<file path="src/hdl/mnte_pkg.sv">
// mnte_pkg: shared constants, entry layout and controller/datapath bundles
// for the note track encoder. No dependencies.
`timescale 1ns / 1ps
`default_nettype none
package mnte_pkg;

   // store geometry
   localparam int MAX_NOTES   = 256;
   localparam int STORE_DEPTH = 2 * MAX_NOTES;
   localparam int IDX_W       = $clog2(STORE_DEPTH);
   localparam int CNT_W       = $clog2(STORE_DEPTH + 1);

   // entry layout: done[51] tick[50:19] on[18] pitch[17:11] chan[10:7] vel[6:0]
   localparam int ENTRY_W = 52;
   localparam int KEY_LSB = 11;
   localparam int KEY_MSB = 50;
   localparam int TICK_W  = 32;
   localparam int PROD_W  = 47;

   localparam logic [14:0] TPB_RESET = 15'd480;

   // operation codes
   localparam logic [1:0] OP_LOAD  = 2'd0;
   localparam logic [1:0] OP_EMIT  = 2'd1;
   localparam logic [1:0] OP_CLEAR = 2'd2;

   // status codes
   localparam logic [1:0] ST_OK   = 2'd0;
   localparam logic [1:0] ST_FULL = 2'd1;
   localparam logic [1:0] ST_NONE = 2'd2;

   // track bytes
   localparam logic [7:0] NOTE_ON_CODE  = 8'h90;
   localparam logic [7:0] NOTE_OFF_CODE = 8'h80;
   localparam logic [7:0] META_CODE     = 8'hFF;
   localparam logic [7:0] EOT_CODE      = 8'h2F;

   typedef struct packed {
      logic       capture;
      logic       clear;
      logic       mul_a;
      logic       mul_b;
      logic       wr_on;
      logic       wr_off;
      logic       scan_start;
      logic       scan_run;
      logic       mark;
      logic       push_byte;
      logic       push_status;
      logic [1:0] status_code;
   } mnte_cmd_type;

   typedef struct packed {
      logic full;
      logic empty;
      logic scan_done;
      logic out_free;
      logic bytes_last;
   } mnte_stat_type;

endpackage
`default_nettype wire

</file>
<file path="src/hdl/mnte_ctrl.sv">
// mnte_ctrl: request sequencer for load, emit and clear.
// Depends on mnte_pkg.
`timescale 1ns / 1ps
`default_nettype none
module mnte_ctrl
   import mnte_pkg::*;
(
   input  wire logic          clock,
   input  wire logic          reset,
   input  wire logic          req_valid,
   input  wire logic [1:0]    req_operation,
   output logic               req_stall,
   input  mnte_stat_type      stat,
   output mnte_cmd_type       cmd
);

   localparam logic [3:0] S_IDLE   = 4'd0;
   localparam logic [3:0] S_MUL_A  = 4'd1;
   localparam logic [3:0] S_MUL_B  = 4'd2;
   localparam logic [3:0] S_WR_ON  = 4'd3;
   localparam logic [3:0] S_WR_OFF = 4'd4;
   localparam logic [3:0] S_SCAN   = 4'd5;
   localparam logic [3:0] S_MARK   = 4'd6;
   localparam logic [3:0] S_BYTES  = 4'd7;
   localparam logic [3:0] S_REPLY  = 4'd8;

   logic [3:0] state_ff, state_in;
   logic [1:0] reply_ff, reply_in;

   assign req_stall = (state_ff != S_IDLE);

   // next state and commands
   always_comb begin
      state_in = state_ff;
      reply_in = reply_ff;
      cmd      = '0;
      cmd.status_code = reply_ff;
      case (state_ff)
         S_IDLE: begin
            if (req_valid) begin
               cmd.capture = 1'b1;
               case (req_operation)
                  OP_LOAD: begin
                     if (stat.full) begin
                        reply_in = ST_FULL;
                        state_in = S_REPLY;
                     end else begin
                        state_in = S_MUL_A;
                     end
                  end
                  OP_EMIT: begin
                     if (stat.empty) begin
                        reply_in = ST_NONE;
                        state_in = S_REPLY;
                     end else begin
                        cmd.scan_start = 1'b1;
                        state_in = S_SCAN;
                     end
                  end
                  OP_CLEAR: begin
                     cmd.clear = 1'b1;
                     reply_in  = ST_OK;
                     state_in  = S_REPLY;
                  end
                  default: state_in = S_IDLE;
               endcase
            end
         end
         S_MUL_A:  begin cmd.mul_a = 1'b1; state_in = S_MUL_B; end
         S_MUL_B:  begin cmd.mul_b = 1'b1; state_in = S_WR_ON; end
         S_WR_ON:  begin cmd.wr_on = 1'b1; state_in = S_WR_OFF; end
         S_WR_OFF: begin
            cmd.wr_off = 1'b1;
            reply_in   = ST_OK;
            state_in   = S_REPLY;
         end
         S_SCAN: begin
            cmd.scan_run = 1'b1;
            if (stat.scan_done) begin
               state_in = S_MARK;
            end
         end
         S_MARK: begin cmd.mark = 1'b1; state_in = S_BYTES; end
         S_BYTES: begin
            if (stat.out_free) begin
               cmd.push_byte = 1'b1;
               if (stat.bytes_last) begin
                  state_in = S_IDLE;
               end
            end
         end
         S_REPLY: begin
            if (stat.out_free) begin
               cmd.push_status = 1'b1;
               state_in = S_IDLE;
            end
         end
         default: state_in = S_IDLE;
      endcase
   end

   always_ff @(posedge clock) begin
      if (reset) begin
         state_ff <= S_IDLE;
         reply_ff <= ST_OK;
      end else begin
         state_ff <= state_in;
         reply_ff <= reply_in;
      end
   end

endmodule
`default_nettype wire

</file>
<file path="config.mk">
export PLATFORM = sky130hd
export DESIGN_NAME = mnte_ctrl
export DESIGN_NICKNAME = d
export VERILOG_FILES = /design/src/hdl/mnte_pkg.sv /design/src/hdl/mnte_ctrl.sv
export SDC_FILE = /design/constraint.sdc
export NUM_CORES = 1
export LEC_CHECK = 0
export BUFFER_PORTS_ARGS = -buffer_cell sky130_fd_sc_hd__buf_2
export CAP_MARGIN = 10
export CELL_PAD_IN_SITES_DETAIL_PLACEMENT = 0
export CELL_PAD_IN_SITES_GLOBAL_PLACEMENT = 2
export CORE_MARGIN = 5
export CORE_UTILIZATION = 23
export CTS_CLUSTER_DIAMETER = 30
export DETAILED_ROUTE_END_ITERATION = 10
export PLACE_DENSITY = 0.8
export SLEW_MARGIN = 20
export SYNTH_ARGS = -nofsm -noshare
export SYNTH_HDL_FRONTEND = slang
export SYNTH_SLANG_ARGS = --single-unit
</file>
<file path="constraint.sdc">
create_clock -name clock -period 2.1 [get_ports clock]
set_clock_uncertainty 0.05 [all_clocks]
set_input_delay 0 -clock clock [delete_from_list [all_inputs] [get_ports clock]]
set_output_delay 0 -clock clock [all_outputs]
set_load 0.02 [all_outputs]
</file>
==> run_results.csv, run 1 <==
group,metric,value,unit
run_status,outcome,"completed",
timing,setup_viol,0,
place,numPortBuffers,23,
timing,layout_worst_path_cycle_share,76.3,%
synth,ys_async_sr_fraction,0,%
die,dieArea,3490,µm²
clocking,clk_latency,0.24,ns
grt,grt_max_degree,18,
route,via_per_inst,4.69,
synth,ys_seq_elements,6,
synth,ys_warn_count,0,
pwr,seq_power_share,38.6,%
critical_path,cp_slowest_cell,"or4_1",
critical_path,r2r_end,"reply_ff[1]",
pwr,power_per_cell_area,490,nW/µm²
critical_path,arrival,1.72,ns
route,drt_first_pass_iters,4,
cells_and_area,nFillCells,265,
synth,synth_cell_types,31,
pwr,p_total,350,µW
critical_path,worstPathCellList,"or3_4, or4_1, a31oi_1",
cells_and_area,seq_area,120,µm²
timing,rsz0062_at_grt,"no",
pwr,internal-power,233,µW
synth,yosys.area.top_type,"dfxtp_1",
timing,final-hold-violation-count,0,
place,dp.final_hpwl,1.14,mm
clocking,clockBufferDepth,2,
timing,tightest_slew,0.501,ns
cells_and_area,multi_input_area,385,µm²
pwr,peakVddDrop,219,µV
synth,syn_area,554,µm²
place,gp_congestion,0.750,
critical_path,cp_max_fo,11,
grt,grt_usage,8.39,%
clocking,cts_hold_buf,1,
route,wirelength,1.45,mm
die,placementRows,17,
route,wl_per_cell,11.3,µm
clocking,clkSlewWorstSetupHoldPaths,0.05,ns
critical_path,required,2.22,ns
cells_and_area,antenna_cells,0,
grt,grt_pass1_wl,2.26,mm
route,route.vias.total,600,
pwr,power_leakage,0.000336,µW
clocking,root_buffer,"clkbuf_4",
synth,ys_seq_area_share,21.7,%
cells_and_area,final_cell_mix,"buf_2, nor2_1, inv_1",
clocking,cts_num_sinks,6,
critical_path,cp-start-kind,"register",
cells_and_area,final_util,31.7,%
pwr,swShare,33.6,%
clocking,h-tree-depth,1,
clocking,cts_inserted_buffers,3,
cells_and_area,area_delta_synth_final,28.9,%
pwr,p_comb_share,31.1,%
route,drt.antenna.violating_nets,0,
grt,overflow,0,
critical_path,reg2regPathDepth,3,
synth,postSynthAreaPerCell,7.20,µm²
die,die_h,59.1,µm
critical_path,critPathKind,"reg2reg",
route,first_iter_violations,12,
critical_path,max_stage_delay,0.48,ns
critical_path,regToRegStartpoint,"state_ff[3]",
pwr,clockPowerShare,30.3,%
job,cap_violations,0,
die,core-area,2250,µm²
synth,synthTopCellsByArea,"dfxtp_1, ha_1, nand2b_1",
timing,slew_viol_final,0,
grt,grt_pass1_vias,526,
critical_path,worst_setup_path_end_kind,"register",
clocking,cts_tree,"yes",
grt,grt_antenna_before_repair,0,
cells_and_area,layout.nets,117,
timing,fmax,624,MHz
hold_path,holdPathEnd,"state_ff[3]",
cells_and_area,drive_gt1_share,28.0,%
clocking,cts_setup_buffers,0,
synth,syn_nets,92,
synth,synthCells,77,
clocking,cts_resized,0,
hold_path,hold_start,"stat[1]",
timing,maxSlewHeadroom,66.6,%
die,initial_core_util,24.6,%
cells_and_area,layout_commonest_cell,"buf_2",
synth,yosysTopAreaCellShare,21.7,%
synth,synth_edf_count,0,
synth,synth_ff_type,"dfxtp_1",
pwr,switchingPower,117,µW
timing,finalCriticalPeriod,1.60,ns
timing,setup_tns,0,ns
hold_path,hp-class,"in2reg",
critical_path,r2r_slack,0.50,ns
hold_path,worstHoldPathCells,3,
die,ioPinCount,24,
route,drcViolationCount,0,
die,dieWidth,59.1,µm
==> worst max path at each step <==
stage	from	to	cells past startpoint
after CTS	state_ff[3]	reply_ff[1]	3
after floorplan	state_ff[0]	reply_ff[1]	4
after detailed placement	state_ff[3]	reply_ff[0]	3
after global routing	state_ff[3]	reply_ff[0]	3
after global placement	state_ff[3]	reply_ff[0]	3
final	state_ff[3]	reply_ff[1]	3
==> final cells by class <==
cell class | instances | share of cell area (%)
clock buffers | 3 | 3.15
multi-input cells | 60 | 53.9
repair buffers | 24 | 17.5
inverters | 7 | 3.68
flip-flops and latches | 6 | 16.8
well taps | 28 | 4.90
==> routing by layer <==
metal | vias to the layer above | global-route usage [%] | wire length (µm)
met4 | 0 | 1.94 | 8
met5 | - | 0 | 0
met2 | 11 | 12.1 | 624
met1 | 268 | 11.6 | 733
li1 | 319 | - | -
met3 | 2 | 3.27 | 81
==> logic make-up after synthesis <==
logic type	count (synthesis)	synth area share, %
simple gates	38	37.9
compound gates	17	20.3
fa+ha+maj	5	11.3
flops	6	21.7
buf+inv	11	8.80
==> through the flow <==
stage | setup WS (ns) | area (µm²) | hold slack, ns | instances
finish | 0.498 | 714 | 0.0461 | 128
global route | 0.429 | 714 | 0.0717 | 128
CTS | 0.496 | 714 | 0.0366 | 128
detailed placement | 0.522 | 682 | 0.214 | 124
global placement | 0.544 | 682 | 0.211 | 124
floorplan | 0.601 | 554 | 0.0191 | 77
==> registers in the layout, indices dropped and copies added (netlist names) <==
register  cells
state_ff      4
reply_ff      2
==> synth_stat cells (2+ instances only) <==
library cell / instances
a211oi_1: 2
a21oi_1: 4
a31oi_1: 2
clkbuf_1: 3
dfxtp_1: 6
ha_1: 5
inv_1: 7
nand2_1: 4
nand2b_1: 5
nand3_1: 5
nand3b_1: 2
nor2_1: 8
nor3_1: 3
o211ai_1: 2
o21ai_0: 2
or4_1: 2
==> worst max-delay path, delay by kind of cell (launching register included) <==
family,cells,cell delay [ns]
simple gates,2,0.92
compound gates,1,0.16
flops,1,0.40
==> power groups by stage <==
| stage | combinational, µW | sequential (µW) | clock [µW] |
|---|---|---|---|
| 4_1_cts | 110 | 135 | 112 |
| 3_3_place_gp | 110 | 137 | 0 |
| 5_1_grt | 121 | 137 | 117 |
| 6_report | 109 | 135 | 106 |
| 2_1_floorplan | 78.3 | 130 | 0 |
| 3_5_place_dp | 108 | 137 | 0 |
No activity file was read; power rests on OpenSTA's default activity.
==> run 2, diff against run 1 <==
==> constraint.sdc (replaced) <==
create_clock -name clock -period 1.5 [get_ports clock]
set_clock_uncertainty 0.05 [all_clocks]
set_input_delay 0 -clock clock [delete_from_list [all_inputs] [get_ports clock]]
set_output_delay 0 -clock clock [all_outputs]
set_load 0.02 [all_outputs]
==> run_results.csv, run 2 (synthesis results as in run 1) <==
group,metric,value,unit
place,place_inst,129,
die,initial_core_util,24.6,%
grt,grt_max_degree,16,
timing,setup_viol,0,
cells_and_area,top_register,"state_ff",
cells_and_area,antenna_cells,0,
critical_path,cp_max_fo,4,
critical_path,cp.buffers_inverters,0,
clocking,h-tree-depth,1,
place,place_ws,0.0241,ns
cells_and_area,layout_commonest_cell,"buf_2",
grt,overflow,0,
timing,rsz0062_at_grt,"no",
route,wl_per_cell,11.3,µm
place,gp_congestion,0.727,
die,placementRows,17,
die,ioPinCount,24,
pwr,seq_power_share,35.7,%
critical_path,critPathKind,"reg2reg",
grt,grt_pass1_wl,2.48,mm
cells_and_area,drive_gt1_share,34.3,%
die,dieArea,3490,µm²
hold_path,hp-class,"in2reg",
clocking,cts_inserted_buffers,3,
pwr,p_total,501,µW
timing,finalCriticalPeriod,1.44,ns
pwr,swShare,32.9,%
timing,final-hold-violation-count,0,
timing,maxSlewHeadroom,75.0,%
critical_path,cp-start-kind,"register",
pwr,peakVddDrop,317,µV
pwr,switchingPower,165,µW
clocking,clk_latency,0.24,ns
clocking,cts_num_sinks,6,
cells_and_area,final_cells,133,
clocking,cts_setup_buffers,0,
critical_path,required,1.62,ns
run_status,outcome,"completed",
place,dp.final_hpwl,1.25,mm
timing,fmax,696,MHz
die,dieWidth,59.1,µm
critical_path,worst_setup_path_end_kind,"register",
pwr,power_leakage,0.000367,µW
route,drt_first_pass_iters,4,
clocking,cts_tree,"yes",
critical_path,arrival,1.56,ns
die,core-area,2250,µm²
clocking,clkSlewWorstSetupHoldPaths,0.04,ns
timing,layout_worst_path_cycle_share,95.8,%
job,cap_violations,0,
critical_path,worstPathCellList,"or3_4, or4_1, a31oi_1",
clocking,clockBufferDepth,2,
cells_and_area,stdcell_area,764,µm²
cells_and_area,layout.nets,122,
place,place_area,719,µm²
cells_and_area,reg.largest.list,"state_ff x4, reply_ff x2",
grt,grt_antenna_before_repair,0,
critical_path,cp_slowest_cell,"or4_1",
pwr,power_per_cell_area,656,nW/µm²
cells_and_area,nFillCells,264,
place,numPortBuffers,23,
grt,grt_usage,9.05,%
clocking,root_buffer,"clkbuf_4",
timing,slew_viol_final,0,
timing,tightest_slew,0.365,ns
route,first_iter_violations,11,
pwr,p_comb_share,35.3,%
cells_and_area,largest_reg_flops,4,
pwr,internal-power,337,µW
route,drt.antenna.violating_nets,0,
die,die_h,59.1,µm
route,drcViolationCount,0,
route,route.vias.total,618,
cells_and_area,area_delta_synth_final,37.9,%
route,via_per_inst,4.65,
cells_and_area,final_cell_mix,"buf_2, inv_1, nor2_1",
grt,grt_pass1_vias,555,
route,wirelength,1.50,mm
timing,setup_tns,0,ns
pwr,clockPowerShare,29.0,%
critical_path,max_stage_delay,0.48,ns
timing,setup_ws,0.0632,ns
critical_path,cp_top_family,"simple AND/OR/NAND/NOR gates",
run 2: changes by cell type in the layout (fill, tap and decap cells not counted):
| cell | delta |
|---|---|
| buf_4 | +5 |
| dfxtp_1 | -1 |
| dfxtp_2 | +1 |
| nor2_1 | -1 |
| nor2_4 | +1 |
| or4_1 | -1 |
| or4_4 | +1 |
run 2: metal layers:
layer  track usage [%]  part of all wire [%]  vias to the layer above
met5                 0                     0                        -
met4              2.91                     0                        0
met3              1.96                   4.6                        0
met2              14.4                    47                       11
met1              12.1                    48                      276
li1                  -                     -                      331
run 2: repair_timing:
| item | CTS | global route |
|---|---|---|
| hold buffers | 1 | 0 |
| gates resized for setup | 1 | 3 |
| endpoints found under the setup margin | 1 | 4 |
| pin swaps | 0 | 2 |
| endpoints found under the hold margin | 6 | 0 |
run 2: stage by stage:
stage | hold slack (ns) | utilization, %
floorplan | 0.0191 | -
global placement | 0.208 | 31.9
detailed placement | 0.214 | 31.9
CTS | 0.0511 | 33.4
global route | 0.0812 | 33.9
finish | 0.0557 | 33.9
run 2: final timing paths:
path,startpoint,end,slack (ns),cells past startpoint
worst max register to register,state_ff[3],reply_ff[0],0.06,3
worst min register to register,reply_ff[0],reply_ff[0],0.45,2
worst min-delay path,stat[2],state_ff[0],0.06,4
worst max-delay path,state_ff[3],reply_ff[0],0.06,3
run 2: power groups by stage:
stage	registers (µW)	clock network (µW)	logic [µW]
6_report	179	145	177
5_1_grt	180	171	198
4_1_cts	179	155	176
3_5_place_dp	182	0	173
3_3_place_gp	181	0	173
2_1_floorplan	183	0	110
run 2: tightest hold or removal path: cells and delay by family:
family	cells	cell delay [ns]
AOI/OAI and AO/OA	2	0.12
buffers and inverters	1	0.09
and+or+nand+nor	1	0.09
run 2: area by class of cell:
type / count / area [µm²] / share of cell area [%]
clock buffer: 3 / 22.5 / 2.95
inverter: 7 / 26.3 / 3.44
multi-input combinational: 60 / 397 / 51.9
sequential: 6 / 121 / 15.9
tap: 28 / 35.0 / 4.58
timing repair buffer: 29 / 163 / 21.3
==> run 3, diff against run 2 <==
--- a/config.mk
+++ b/config.mk
@@ -13,7 +13,7 @@
 export CORE_UTILIZATION = 23
 export CTS_CLUSTER_DIAMETER = 30
 export DETAILED_ROUTE_END_ITERATION = 10
-export PLACE_DENSITY = 0.8
+export PLACE_DENSITY = 0.76
 export SLEW_MARGIN = 20
 export SYNTH_ARGS = -nofsm -noshare
 export SYNTH_HDL_FRONTEND = slang
==> run_results.csv, run 3 (synthesis results as in run 1) <==
group,metric,value,unit
pwr,power_leakage,0.000363,µW
grt,overflow,0,
clocking,cts_inserted_buffers,3,
timing,setup_viol,0,
die,dieArea,3490,µm²
cells_and_area,layout.nets,122,
clocking,cts_tree,"yes",
critical_path,required,1.63,ns
die,ioPinCount,24,
job,cap_violations,0,
route,first_iter_violations,14,
cells_and_area,top_register,"state_ff",
die,core-area,2250,µm²
pwr,peakVddDrop,318,µV
timing,final-hold-violation-count,0,
timing,holdWs,0.0450,ns
hold_path,hp-class,"in2reg",
route,drcViolationCount,0,
cells_and_area,final_cell_mix,"buf_2, inv_1, nor2_1",
critical_path,worst_setup_path_end_kind,"register",
die,placementRows,17,
timing,setup_ws,0.0700,ns
route,wirelength,1.50,mm
route,drt.antenna.violating_nets,0,
run_status,outcome,"completed",
cells_and_area,drive_gt1_share,33.3,%
route,drt_first_pass_iters,4,
grt,grt_usage,9.05,%
cells_and_area,largest_reg_flops,4,
grt,grt_pass1_wl,2.46,mm
critical_path,worstPathCellList,"or3_4, or4_1, a31oi_1",
route,via_per_inst,4.62,
clocking,root_buffer,"clkbuf_4",
clocking,clk_latency,0.25,ns
place,place_ws,0.0482,ns
clocking,clockBufferDepth,2,
die,initial_core_util,24.6,%
critical_path,max_stage_delay,0.47,ns
place,numPortBuffers,23,
clocking,h-tree-depth,1,
place,dp.final_hpwl,1.19,mm
pwr,power_per_cell_area,666,nW/µm²
timing,finalCriticalPeriod,1.43,ns
cells_and_area,antenna_cells,0,
grt,grt_max_degree,12,
place,gp_congestion,0.698,
cells_and_area,layout_commonest_cell,"buf_2",
timing,tightest_slew,0.372,ns
clocking,cts_setup_buffers,0,
die,die_h,59.1,µm
route,wl_per_cell,11.2,µm
critical_path,cp-start-kind,"register",
grt,grt_pass1_vias,569,
cells_and_area,area_delta_synth_final,36.3,%
clocking,cts_num_sinks,6,
timing,setup_tns,0,ns
critical_path,arrival,1.56,ns
critical_path,critPathKind,"reg2reg",
grt,grt_antenna_before_repair,0,
timing,rsz0062_at_grt,"no",
route,route.vias.total,615,
die,dieWidth,59.1,µm
cells_and_area,reg.largest.list,"state_ff x4, reply_ff x2",
timing,fmax,699,MHz
critical_path,cp_slowest_cell,"or4_1",
timing,maxSlewHeadroom,74.5,%
timing,slew_viol_final,0,
clocking,clkSlewWorstSetupHoldPaths,0.05,ns
timing,layout_worst_path_cycle_share,95.3,%
critical_path,cp_max_fo,4,
==> run 3: worst max-delay path: cells and delay by family (launching register included) <==
family             cells  cell delay (ns)
and+or+nand+nor        2             0.86
AOI/OAI and AO/OA      1             0.16
DFF                    1             0.31
==> run 3: what timing repair did <==
item                       4_1_cts  5_1_grt
resized for setup                0        2
setup endpoints to repair        0        3
hold buffers                     1        0
hold endpoints to repair         6        0
==> run 3: worst paths after layout <==
kind         cells after the start  slack, ns          end         from
min reg2reg                      2       0.44  reply_ff[1]  reply_ff[1]
max reg2reg                      3       0.07  reply_ff[1]  state_ff[3]
max                              3       0.07  reply_ff[1]  state_ff[3]
min                              3       0.04  state_ff[3]      stat[1]
==> run 3: layout make-up <==
class	count	area, µm²
Timing Repair Buffer	29	163
Tap cell	28	35.0
Multi-Input combinational cell	60	388
Inverter	7	26.3
Sequential cell	6	121
Clock buffer	3	22.5
Fill cell	265	1500
==> run 3: metal layers <==
| layer | part of all wire, % | vias to the layer above | global-route usage [%] |
|---|---|---|---|
| met5 | 0 | - | 0 |
| met1 | 48 | 272 | 12.1 |
| met2 | 46 | 15 | 13.9 |
| met3 | 5.2 | 2 | 3.92 |
| met4 | 0.54 | 0 | 0.971 |
| li1 | - | 326 | - |
==> run 3: metrics by stage <==
step                      power, µW  utilization (%)  std cells  area, µm²
final                           504             33.5        133        756
after global placement          355             31.9        129        719
after CTS                       513             33.4        133        752
after detailed placement        354             31.9        129        719
after floorplan                 292                -         77        554
after global routing            542             33.5        133        756
==> run 3: report_power, final <==
group          internal (µW)  switching, µW  total [µW]
clock                   90.6           59.5         150
sequential               170           7.37         178
combinational           74.5            101         176
total                    335            168         504
